### src/rtl/npms_pkg.sv
// ----------------------------------------------------------------------------
// npms_pkg
// shared constants and types for the next prime power multiple sieve
// ----------------------------------------------------------------------------
package npms_pkg;

    localparam int unsigned TABLE_DEPTH_DEF = 1024;
    localparam int unsigned WORD_W          = 64;
    localparam int unsigned ACTIVE_W        = 10;

    localparam logic [WORD_W-1:0] MAX_WORD = '1;

    localparam logic REG_START_VALUE  = 1'b0;
    localparam logic REG_FIRST_ACTIVE = 1'b1;

    localparam logic OP_LOAD  = 1'b0;
    localparam logic OP_QUERY = 1'b1;

    typedef enum logic [4:0] {
        ST_IDLE,
        ST_LOAD_DIV,
        ST_LOAD_MUL,
        ST_LOAD_CHK,
        ST_LOAD_WRITE,
        ST_LOAD_RD,
        ST_LOAD_CMP,
        ST_Q_RD,
        ST_Q_CMP,
        ST_Q_DIV,
        ST_Q_MUL,
        ST_Q_ADD,
        ST_Q_WRITE,
        ST_Q_RDN,
        ST_Q_CMPN,
        ST_DONE
    } state_t;

    // request to and status from the divider
    typedef struct packed {
        logic            start;
        logic [WORD_W-1:0] dividend;
        logic [WORD_W-1:0] divisor;
    } div_req_t;

    typedef struct packed {
        logic            busy;
        logic            done;
        logic [WORD_W-1:0] quotient;
        logic [WORD_W-1:0] remainder;
    } div_rsp_t;

endpackage

### src/rtl/npms_divider.sv
// ----------------------------------------------------------------------------
// npms_divider
// restoring divider, one quotient bit per cycle
// ----------------------------------------------------------------------------
module npms_divider (
    input  logic               clk,
    input  logic               rst_n,
    input  npms_pkg::div_req_t req,
    output npms_pkg::div_rsp_t rsp
);
    import npms_pkg::*;

    logic [WORD_W-1:0] quot_reg, quot_next;
    logic [WORD_W-1:0] rem_reg, rem_next;
    logic [WORD_W-1:0] dsr_reg, dsr_next;
    logic [6:0]        cnt_reg, cnt_next;
    logic              busy_reg, busy_next;
    logic              done_reg, done_next;
    logic [WORD_W:0]   trial;

    always_comb
    begin
        quot_next = quot_reg;
        rem_next  = rem_reg;
        dsr_next  = dsr_reg;
        cnt_next  = cnt_reg;
        busy_next = busy_reg;
        done_next = 1'b0;
        trial     = {rem_reg, quot_reg[WORD_W-1]} - {1'b0, dsr_reg};
        if (req.start)
        begin
            quot_next = req.dividend;
            rem_next  = '0;
            dsr_next  = req.divisor;
            cnt_next  = 7'(WORD_W);
            busy_next = 1'b1;
        end
        else if (busy_reg)
        begin
            if (trial[WORD_W])
            begin
                rem_next  = {rem_reg[WORD_W-2:0], quot_reg[WORD_W-1]};
                quot_next = {quot_reg[WORD_W-2:0], 1'b0};
            end
            else
            begin
                rem_next  = trial[WORD_W-1:0];
                quot_next = {quot_reg[WORD_W-2:0], 1'b1};
            end
            cnt_next = cnt_reg - 7'd1;
            if (cnt_reg == 7'd1)
            begin
                busy_next = 1'b0;
                done_next = 1'b1;
            end
        end
    end

    // remainder can exceed 64 bits in the shift, so keep carry in trial
    always_ff @(posedge clk or negedge rst_n)
    begin
        if (!rst_n)
        begin
            busy_reg <= 1'b0;
            done_reg <= 1'b0;
            cnt_reg  <= '0;
        end
        else
        begin
            busy_reg <= busy_next;
            done_reg <= done_next;
            cnt_reg  <= cnt_next;
        end
    end

    always_ff @(posedge clk)
    begin
        quot_reg <= quot_next;
        rem_reg  <= rem_next;
        dsr_reg  <= dsr_next;
    end

    assign rsp.busy      = busy_reg;
    assign rsp.done      = done_reg;
    assign rsp.quotient  = quot_reg;
    assign rsp.remainder = rem_reg;

`ifndef ASSERT_OFF
    a_done_after_busy: assert property (@(posedge clk) disable iff (!rst_n)
        done_reg |-> !busy_reg)
        else $error("divider done while busy");
    a_start_busy: assert property (@(posedge clk) disable iff (!rst_n)
        req.start |=> busy_reg)
        else $error("divider not busy after start");
    a_cnt_idle: assert property (@(posedge clk) disable iff (!rst_n)
        !busy_reg |-> cnt_reg == 7'd0)
        else $error("divider count nonzero while idle");
`endif

endmodule

### config.mk
export PLATFORM = sky130hd
export DESIGN_NAME = npms_divider
export DESIGN_NICKNAME = d
export VERILOG_FILES = /design/src/rtl/npms_pkg.sv /design/src/rtl/npms_divider.sv
export SDC_FILE = /design/constraint.sdc
export NUM_CORES = 1
export LEC_CHECK = 0
export BUFFER_PORTS_ARGS = -buffer_cell sky130_fd_sc_hd__buf_2
export CORE_MARGIN = 5
export CORE_UTILIZATION = 23
export DETAILED_ROUTE_END_ITERATION = 6
export PLACE_DENSITY_LB_ADDON = 0.05
export RECOVER_POWER = 50
export SYNTH_ARGS = -nofsm -noshare
export SYNTH_HDL_FRONTEND = slang
export SYNTH_SLANG_ARGS = --single-unit
### constraint.sdc
create_clock -name clk -period 5.7 [get_ports clk]
set_input_delay 0 -clock clk [delete_from_list [all_inputs] [get_ports clk]]
set_output_delay 0 -clock clk [all_outputs]
set_load 0.01 [all_outputs]
## Word-level counts from Yosys, hierarchy flattened

Cells that the tools add are included.

| storage, ports and cells | value |
|---|---|
| register bits | 201 |
| input port bits | 131 |
| output and inout bits | 130 |
| logic and storage cells | 22 |

| operators by class | value |
|---|---|
| $add $sub $neg | 2 |
| equality and inequality tests | 1 |
| mux-type cells | 12 |
| reductions and logical operators | 1 |

Operator list:

| operator | count |
|---|---|
| 2-to-1 mux 64 bit | 3 |
| subtractor 65 x 64 -> 65 bit | 1 |
| 2-to-1 mux 7 bit | 2 |
| equality test 7 x 1 -> 1 bit (second input constant) | 1 |
| 2-to-1 mux 1 bit | 7 |
| subtractor 7 x 1 -> 7 bit (second input constant) | 1 |
| nonzero test 2 bit | 1 |

## Logic depth before layout (Yosys ltp)

Gate-level depths: netlist of the first run.

| logic depth | value |
|---|---|
| depth after elaboration | 4 |
| gate-level depth with buffers | 15 |
| depth with buffers taken out | 13 |

## Worst setup path after synthesis of the first run

No wires, ideal clock.

| timing path | value |
|---|---|
| path kind | reg2reg |
| start | register quot_reg[63] |
| end | register rem_reg[55] |
| setup time | 88 ps |
| arrival time | 3095 ps |
| data required time | 5612 ps |
| path slack | 2517 ps |
| cell stages (with the launch flop) | 13 |
| buffers on the path | 0 |
| period minus slack after synthesis | 3183 ps |
| cells stage by stage | edfxtp_1 inv_1 ha_1 fa_1 nand2b_1 a21oi_1 o21ai_1 a2111oi_4 o2111a_2 o211a_1 o211ai_4 or4_1 a311oi_2 |

| on the way | value |
|---|---|
| word-level cells in the longest chain between the ends | 2 |

Ends and longest elaborated chain:

| item | RTL line | RTL |
|---|---|---|
| start, declared | npms_divider.sv:13 | `logic [WORD_W-1:0] quot_reg, quot_next;` |
| start signal, assigned | npms_divider.sv:78 | `quot_reg <= quot_next;` |
| subtractor 65 x 64 -> 65 bit | npms_divider.sv:29 | `trial = {rem_reg, quot_reg[WORD_W-1]} - {1'b0, dsr_reg};` |
| 2-to-1 mux 64 bit | npms_divider.sv:40 | `if (trial[WORD_W])` |
| end signal, assigned | npms_divider.sv:79 | `rem_reg <= rem_next;` |
| end, declared | npms_divider.sv:14 | `logic [WORD_W-1:0] rem_reg, rem_next;` |

No other way between the ends.
A chain may end at the register's enable or synchronous reset.

## Worst setup path in the final report of the first run

| timing path | value |
|---|---|
| start | register quot_reg[63] |
| end | register rem_reg[14] |

The elaborated chain is that of the path after synthesis.

==> results of run 1 <==
timing repair:
action                    4_1_cts  5_1_grt
resized for setup               0        0
hold buffers                  131        0
hold endpoints to repair      154        0
kinds of logic after synthesis:
kind of cell / Yosys count / share of synthesized area
compound gates: 335 / 0.183
simple gates: 319 / 0.124
flops: 201 / 0.447
buf+inv: 153 / 0.0522
mux: 87 / 0.0795
fa+ha+maj: 67 / 0.0707
xor+xnor: 58 / 0.0425
layout make-up:
class | count | area (um^2) | area share
Clock buffer | 39 | 761 | 0.0477
Tap cell | 680 | 851 | 0.0534
Clock inverter | 10 | 154 | 0.00966
Multi-Input combinational cell | 866 | 5990 | 0.376
Sequential cell | 201 | 5350 | 0.336
Inverter | 87 | 327 | 0.0205
Timing Repair Buffer | 397 | 2510 | 0.157
cell usage after synthesis (15+ instances only):
master      n  area (um^2)
a21oi_1   115          576
nor2_1    133          499
xnor2_1    23          201
xor2_1     35          307
buf_2      15         75.1
nand4_1    16          100
o21ai_0    52          260
nand2_1    72          270
a21o_1     25          188
mux2i_1    23          230
ha_1       66          826
inv_1      87          327
edfxtp_1  128         3840
a211oi_1   49          368
mux2_2     63          709
clkbuf_1   42          158
dfxtp_1    64         1280
worst max-delay path: stages, from the launching register on:
cell,delay [ps]
edfxtp_1,360
inv_1,50
ha_1,210
fa_1,410
nand2b_1,200
a21oi_1,150
o21ai_1,220
a2111oi_4,440
o2111a_2,270
o211a_1,200
o211a_2,610
buf_4,470
mux2_1,370
mux2i_1,130
nor2_1,50
per-stage QoR:
stage	cells	setup WS [ps]	hold WS, ps
detailed placement	2100	1350	-123
CTS	2280	1290	109
global placement	2100	1420	-122
finish	2280	1390	160
global route	2280	1100	125
floorplan	1220	2520	-296
worst min path at each step:
stage,endpoint,slack (ps),cells after the start
floorplan,busy_reg$_DFF_PN0_,-300,0
global placement,cnt_reg[1]$_DFFE_PN0P_,-120,1
detailed placement,cnt_reg[6]$_DFFE_PN0P_,-120,1
CTS,dsr_reg[18]$_DFFE_PP_,110,2
global route,dsr_reg[17]$_DFFE_PP_,130,2
finish,dsr_reg[21]$_DFFE_PP_,160,2
power by group:
part	total (mW)	internal, mW	switching (mW)	leakage, nW
combinational	3.06	1.21	1.85	4.11
sequential	2.17	1.88	0.290	1.93
clock	1.77	1.10	0.672	0.451
layer usage:
metal | wire (um) | vias to the layer above | part of all wire
li1 | - | 5166 | -
met1 | 18000 | 4894 | 0.45
met2 | 19800 | 166 | 0.49
met3 | 1780 | 36 | 0.044
met4 | 676 | 0 | 0.017
met5 | 0 | - | 0
==> results.py, run 1 <==
metrics = {
    "run_status": {
        "outcome": "finished, violations left",
        "violations": "capacitance limit, slew limit",
    },
    "die": {
        "ioPinCount": 261,
        "initial_core_util": 0.233,
        "dieArea_um2": 56700,
        "rows": 83,
        "placeableCoreArea_um2": 51400,
        "die_y_um": 238,
        "fp.dieW_um": 238,
    },
    "global_routing": {
        "grt_pass1_wl_um": 62900,
        "antenna_found_initial": 1,
        "grt-ovfl-total": 0,
        "grtUsageMet2": 0.245,
        "gr-usage-met3": 0.0270,
        "grt.busiest_layer": "met2",
        "grt_max_degree": 102,
        "met1_usage": 0.175,
        "grtUsageTotal": 0.137,
        "grt_pass1_vias": 10900,
    },
    "clock_tree": {
        "worstSkewPairLatency_ps": 550,
        "cts_tree": "done",
        "clockBufferDepth": 3,
        "cts_root_buf": "clkbuf_16",
        "h-tree-depth": 1,
        "cts_sinks": 201,
        "cts_buffers": 27,
        "post_cts.repair.setup_buffers": 0,
        "clkTransAtPathRegs_ps": 60,
    },
    "setup_path": {
        "worstPathRequired_ps": 6100,
        "reg2reg_depth": 14,
        "reg2reg_from": "quot_reg[63]$_DFFE_PP_",
        "crit_end": "rem_reg[14]$_SDFFE_PP0P_",
        "critPathKind": "flop to flop",
        "r2r-end": "rem_reg[14]$_SDFFE_PP0P_",
        "reg2reg_slack_ps": 1390,
        "crit_path_start": "quot_reg[63]$_DFFE_PP_",
        "start_kind": "flop",
        "crit_fanout": 19,
        "cp_data_arrival_time_ps": 4710,
        "setup.worst_path.end_class": "flop",
    },
    "sta": {
        "drv_slew": 52,
        "fmax_mhz": 232,
        "period_minus_slack_ps": 4310,
        "clock_skew_ps": 9.96,
        "setup_viol_count_final": 0,
        "slew_headroom": -1.03,
        "fin_crit_sh": 0.756,
        "tns_ps": 0,
        "worst_pin_slew_ps": 3050,
        "hold_violations": 0,
        "grt_setup_unrepaired": "no",
    },
    "logic_synthesis": {
        "avgSynthCellArea_um2": 9.80,
        "synthArstFlopShare": 0.0448,
        "synth_area_um2": 12000,
        "synth.distinct_cells": 74,
        "synth_flop_cell": "edfxtp_1",
        "yosysWarnings": 0,
        "synth_cells": 1220,
        "seq_area_frac_synth": 0.447,
        "syn_nets": 1418,
        "synth_seq_cells": 201,
        "synth_edf_count": 128,
    },
    "detailed_routing": {
        "drt_first_pass_iters": 5,
        "drt-vias-per-instance": 4.50,
        "drt-total-wl_um": 40300,
        "wl_per_cell_um": 17.7,
        "drt_iter0_drc": 458,
        "ant_nets": 0,
        "num_vias": 10300,
        "drc": 0,
    },
    "power_and_ir_drop": {
        "powerDensity_nw_per_um2": 439,
        "p_leak_nw": 6.49,
        "ir_drop_uv": 191,
        "finalPower_mw": 7.00,
    },
    "final_layout": {
        "layout_commonest_cell": "clkbuf_1",
        "most-common-layout-cells": "clkbuf_1 (138), nor2_1 (133), dlygate4sd3_1 (131)",
        "drive_gt1_frac": 0.160,
        "postLayoutCoreUtil": 0.310,
        "n_antenna_cell": 0,
        "n_fill_cell": 5472,
        "design_area_um2": 15900,
        "syn_to_final_growth_pct": 33.3,
        "final_nets": 1778,
    },
    "placement": {
        "port_buffers": 260,
        "dp_hpwl_um": 29400,
        "dpl_cell_area_um2": 13900,
        "place_congestion": 0.777,
    },
    "job": {
        "drv_cap": 1,
    },
    "hold_path": {
        "hold_class": "primary input to flop",
        "worstHoldStart": "req[21]",
    },
}
No activity file was read; power rests on OpenSTA's default activity.
==> run 2: changes to the inputs <==
Clock period 5.7 ns to 4.1 ns, I/O delays scaled along.
==> run 2 against run 1 <==
The run still ends with capacitance limit, slew limit left. Worst setup slack got worse by 980 ps. Global-route usage decreased by 0.18 points. Combinational power rose by 43%. Clock skew increased by 2.4 ps. Sequential share of layout area shrank 0.32 points. Total power up 40%. Hold slack lost 81 ps. Die area stayed put. Clock-buffer cell count rose by 2. Register-to-register slack lost 980 ps. Critical path depth unchanged. Largest cell class unchanged. Highest routed layer unchanged.
==> results.py, run 2 (synthesis results as in run 1) <==
metrics = {
    "sta": {
        "hold_ws_ps": 78.6,
        "fin_crit_sh": 0.900,
        "worst_pin_slew_ps": 3160,
        "setup_viol_count_final": 0,
        "grt_setup_unrepaired": "no",
        "tns_ps": 0,
        "period_minus_slack_ps": 3690,
        "slew_headroom": -1.10,
        "drv_slew": 121,
        "clock_skew_ps": 12.3,
        "fmax_mhz": 271,
        "hold_violations": 0,
    },
    "power_and_ir_drop": {
        "switchingPower_mw": 3.95,
        "p_leak_nw": 6.75,
        "power_frac_seq": 0.307,
        "switching_share": 0.402,
        "p_int_mw": 5.87,
        "ir_drop_uv": 293,
        "comb_power_share": 0.447,
        "pwr-share-clk": 0.246,
        "finalPower_mw": 9.82,
        "powerDensity_nw_per_um2": 610,
    },
    "clock_tree": {
        "clkTransAtPathRegs_ps": 60,
        "h-tree-depth": 1,
        "cts_tree": "done",
        "cts_hold_buf": 130,
        "cts_sinks": 201,
        "cts_buffers": 27,
        "worstSkewPairLatency_ps": 570,
        "post_cts.repair.setup_buffers": 0,
        "cts_resized": 0,
        "cts_root_buf": "clkbuf_16",
        "clockBufferDepth": 3,
    },
    "die": {
        "dieArea_um2": 56700,
        "ioPinCount": 261,
        "die_y_um": 238,
        "initial_core_util": 0.233,
        "rows": 83,
        "fp.dieW_um": 238,
        "placeableCoreArea_um2": 51400,
    },
    "global_routing": {
        "grt-ovfl-total": 0,
        "grtUsageTotal": 0.136,
        "antenna_found_initial": 0,
        "grt_pass1_wl_um": 62300,
        "grt_pass1_vias": 10700,
        "grt_max_degree": 121,
    },
    "setup_path": {
        "reg2reg_depth": 14,
        "setup.worst_path.end_class": "flop",
        "reg2reg_from": "quot_reg[63]$_DFFE_PP_",
        "cp_data_arrival_time_ps": 4100,
        "critPathKind": "flop to flop",
        "reg2reg_slack_ps": 410,
        "crit_end": "rem_reg[16]$_SDFFE_PP0P_",
        "crit_path_start": "quot_reg[63]$_DFFE_PP_",
        "start_kind": "flop",
        "r2r-end": "rem_reg[16]$_SDFFE_PP0P_",
        "worstPathRequired_ps": 4510,
        "crit_fanout": 32,
    },
    "detailed_routing": {
        "drt-total-wl_um": 40000,
        "wl_per_cell_um": 17.4,
        "num_vias": 10300,
        "drc": 0,
        "ant_nets": 0,
        "drt-vias-per-instance": 4.47,
        "drt_iter0_drc": 495,
        "drt_first_pass_iters": 5,
    },
    "final_layout": {
        "layout_commonest_cell": "buf_2",
        "n_antenna_cell": 0,
        "syn_to_final_growth_pct": 34.5,
        "most-common-layout-cells": "buf_2 (182), nor2_1 (133), dlygate4sd3_1 (130)",
        "postLayoutCoreUtil": 0.313,
        "final_nets": 1793,
        "drive_gt1_frac": 0.200,
    },
    "hold_path": {
        "hold_class": "primary input to flop",
        "worstHoldStart": "req[128]",
    },
    "placement": {
        "place_congestion": 0.767,
        "port_buffers": 260,
        "dp_hpwl_um": 29400,
    },
    "run_status": {
        "violations": "capacitance limit, slew limit",
        "outcome": "finished, violations left",
    },
    "job": {
        "drv_cap": 1,
    },
}
-- run 2: final cells by class --
type | count | area, um^2
inverter | 87 | 327
clock inverter | 9 | 138
tap | 680 | 851
multi-input combinational | 866 | 5990
sequential | 201 | 5350
timing repair buffer | 412 | 2680
clock buffer | 41 | 758
fill | 5464 | 35300
-- run 2: how the worst min path moves through the flow --
| stage | cells after the start | end |
|---|---|---|
| 2_1_floorplan | 0 | busy_reg$_DFF_PN0_ |
| 3_3_place_gp | 1 | cnt_reg[1]$_DFFE_PN0P_ |
| 3_5_place_dp | 1 | cnt_reg[1]$_DFFE_PN0P_ |
| 4_1_cts | 2 | dsr_reg[12]$_DFFE_PP_ |
| 5_1_grt | 2 | rem_reg[57]$_SDFFE_PP0P_ |
| 6_report | 2 | rem_reg[55]$_SDFFE_PP0P_ |
-- run 2: worst max-delay path: stages (launching register included) --
cell       delay, ps
edfxtp_1         360
inv_1             50
ha_1             220
fa_1             400
nand2b_1         200
a21oi_1          140
o21ai_1          180
a2111oi_4        460
o2111a_2         270
o2111ai_1        190
o211ai_4         270
buf_4            440
nor2_1           100
a21oi_1          160
a211oi_1          90
-- run 2: per-layer routing --
layer  track usage  up-vias  routed length, um
li1              -     5200                  -
met1         0.179     4874              18500
met2         0.234      146              19300
met3        0.0237       40               1570
met5             0        -                  0
met4        0.0294        0                680
-- run 2: through the flow --
stage                     worst slack (ps)  cell area, um^2  instances
after global placement                 460            14000       2116
after global routing                  45.4            16100       2296
after CTS                              345            16200       2296
after floorplan                        917            12000       1220
final                                  409            16100       2296
after detailed placement               380            14000       2116
-- run 2: power groups by stage --
stage	Combinational, mW	Sequential [mW]	Clock [mW]
floorplan	2.84	3.10	0
global placement	4.43	3.05	0
detailed placement	4.39	3.05	0
CTS	4.52	3.02	2.54
global route	4.92	3.08	2.62
finish	4.39	3.01	2.42
==> run 3: changes to the inputs <==
Clock period 4.1 ns to 3.1 ns, I/O delays scaled along.
==> run 3 against run 2 <==
Core utilization up 4.2 points. Final cell count up 9.2%. Fmax up 13%. Total power up 55%. Combinational power up 88%. Clock power up 31%. Critical path type unchanged. Non-clock buffer count up 212. The run ends with setup timing left. Hold slack better by 76 ps.
==> results.py, run 3 (synthesis results as in run 1) <==
metrics = {
    "job": {
        "drv_cap": 0,
    },
    "clock_tree": {
        "cts_buffers": 27,
        "cts_sinks": 201,
        "clkTransAtPathRegs_ps": 60,
        "clockBufferDepth": 3,
        "h-tree-depth": 1,
        "worstSkewPairLatency_ps": 560,
        "cts_root_buf": "clkbuf_16",
        "cts_tree": "done",
    },
    "power_and_ir_drop": {
        "powerDensity_nw_per_um2": 836,
        "ir_drop_uv": 364,
        "p_leak_nw": 7.98,
    },
    "hold_path": {
        "hold_class": "primary input to flop",
        "hold_depth": 2,
    },
    "die": {
        "die_y_um": 238,
        "rows": 83,
        "ioPinCount": 261,
        "initial_core_util": 0.233,
        "fp.dieW_um": 238,
        "dieArea_um2": 56700,
        "placeableCoreArea_um2": 51400,
    },
    "final_layout": {
        "regArea_um2": 5350,
        "final_nets": 2005,
        "drive_gt1_frac": 0.328,
        "n_fill_cell": 5342,
        "most-common-layout-cells": "buf_4 (213), buf_2 (183), dlygate4sd3_1 (131)",
        "postLayoutCoreUtil": 0.355,
        "syn_to_final_growth_pct": 52.7,
        "layout_commonest_cell": "buf_4",
        "n_antenna_cell": 0,
        "design_area_um2": 18300,
        "multi_input_area_um2": 6330,
    },
    "placement": {
        "dpl_cell_area_um2": 15600,
        "place_congestion": 0.819,
        "port_buffers": 260,
        "dp_hpwl_um": 32100,
    },
    "global_routing": {
        "gr-usage-met3": 0.0244,
        "grt_max_degree": 91,
        "grt.busiest_layer": "met2",
        "antenna_found_initial": 0,
        "grt_pass1_vias": 11800,
        "grtUsageMet2": 0.255,
        "grt_pass1_wl_um": 67400,
        "met1_usage": 0.194,
        "grtUsageTotal": 0.147,
        "grt-ovfl-total": 0,
    },
    "sta": {
        "fmax_mhz": 306,
        "hold_ws_ps": 154,
        "period_minus_slack_ps": 3270,
        "fin_crit_sh": 1.05,
        "fin_ws_ps": -166,
        "tns_ps": -6940,
        "hold_violations": 0,
        "clock_skew_ps": 15.0,
        "setup_viol_count_final": 62,
        "slew_headroom": 0.568,
        "grt_setup_unrepaired": "yes",
        "drv_slew": 0,
        "worst_pin_slew_ps": 648,
    },
    "detailed_routing": {
        "drc": 0,
        "drt_first_pass_iters": 4,
        "wl_per_cell_um": 17.4,
        "drt-total-wl_um": 43600,
        "ant_nets": 0,
        "drt-vias-per-instance": 4.45,
        "drt_iter0_drc": 496,
        "num_vias": 11200,
    },
    "run_status": {
        "outcome": "finished, violations left",
        "violations": "setup timing",
    },
    "setup_path": {
        "cp_data_arrival_time_ps": 3680,
        "reg2reg_depth": 15,
        "start_kind": "flop",
        "critPathKind": "flop to flop",
        "setup.worst_path.end_class": "flop",
        "worstPathRequired_ps": 3510,
        "crit_fanout": 14,
    },
}
-- run 3: timing repair --
| action | 4_1_cts | 5_1_grt |
|---|---|---|
| setup buffers | 5 | 5 |
| endpoints found under the hold margin | 162 | 0 |
| setup endpoints to repair | 65 | 65 |
| hold buffers | 131 | 0 |
| gates cloned | 1 | 3 |
| pin swaps | 17 | 11 |
| gates resized for setup | 35 | 50 |
-- run 3: power breakdown --
part	switching (mW)	internal [mW]
Sequential	0.386	3.45
Combinational	4.26	4.00
Clock	1.25	1.93
-- run 3: final cells by class --
class,instances,area share
Inverter,87,0.0179
Clock inverter,9,0.00671
Sequential cell,201,0.293
Timing Repair Buffer,624,0.248
Clock buffer,41,0.0415
Tap cell,680,0.0466
Multi-Input combinational cell,866,0.347
-- run 3: worst paths after layout --
kind                                        startpoint                      end  slack (ps)
max in group asynchronous                        rst_n       busy_reg$_DFF_PN0_        2260
worst min register to register  cnt_reg[6]$_DFFE_PN0P_   cnt_reg[6]$_DFFE_PN0P_         520
worst max register to register  quot_reg[63]$_DFFE_PP_  rem_reg[2]$_SDFFE_PP0P_        -170
worst min-delay path                           req[10]    dsr_reg[10]$_DFFE_PP_         150
worst max-delay path            quot_reg[63]$_DFFE_PP_  rem_reg[2]$_SDFFE_PP0P_        -170
min in group asynchronous                        rst_n   cnt_reg[5]$_DFFE_PN0P_         500
-- run 3: through the flow --
stage	power (mW)	setup WS (ps)	std cells
global placement	11.4	-269	2314
detailed placement	11.4	-322	2314
floorplan	7.88	-2.02	1220
CTS	15.1	-161	2501
finish	15.3	-166	2508
global route	16.4	-320	2508
-- run 3: critical path, cell delays in order (launching register included) --
cell and delay [ps]:
edfxtp_1 340, inv_1 50, ha_2 190, fa_2 340, nand2b_4 170, a21oi_4 140, o21ai_4 90, a2111oi_4 450
o2111a_2 320, o2111ai_2 160, o211ai_4 190, buf_12 200, buf_16 160, nor2_1 60, a21oi_1 140, a211oi_1 90
-- run 3: metal layers --
| metal | up-vias | share of wire |
|---|---|---|
| met5 | - | 0 |
| met2 | 164 | 0.49 |
| met1 | 5339 | 0.46 |
| met3 | 40 | 0.036 |
| met4 | 0 | 0.018 |
| li1 | 5629 | - |
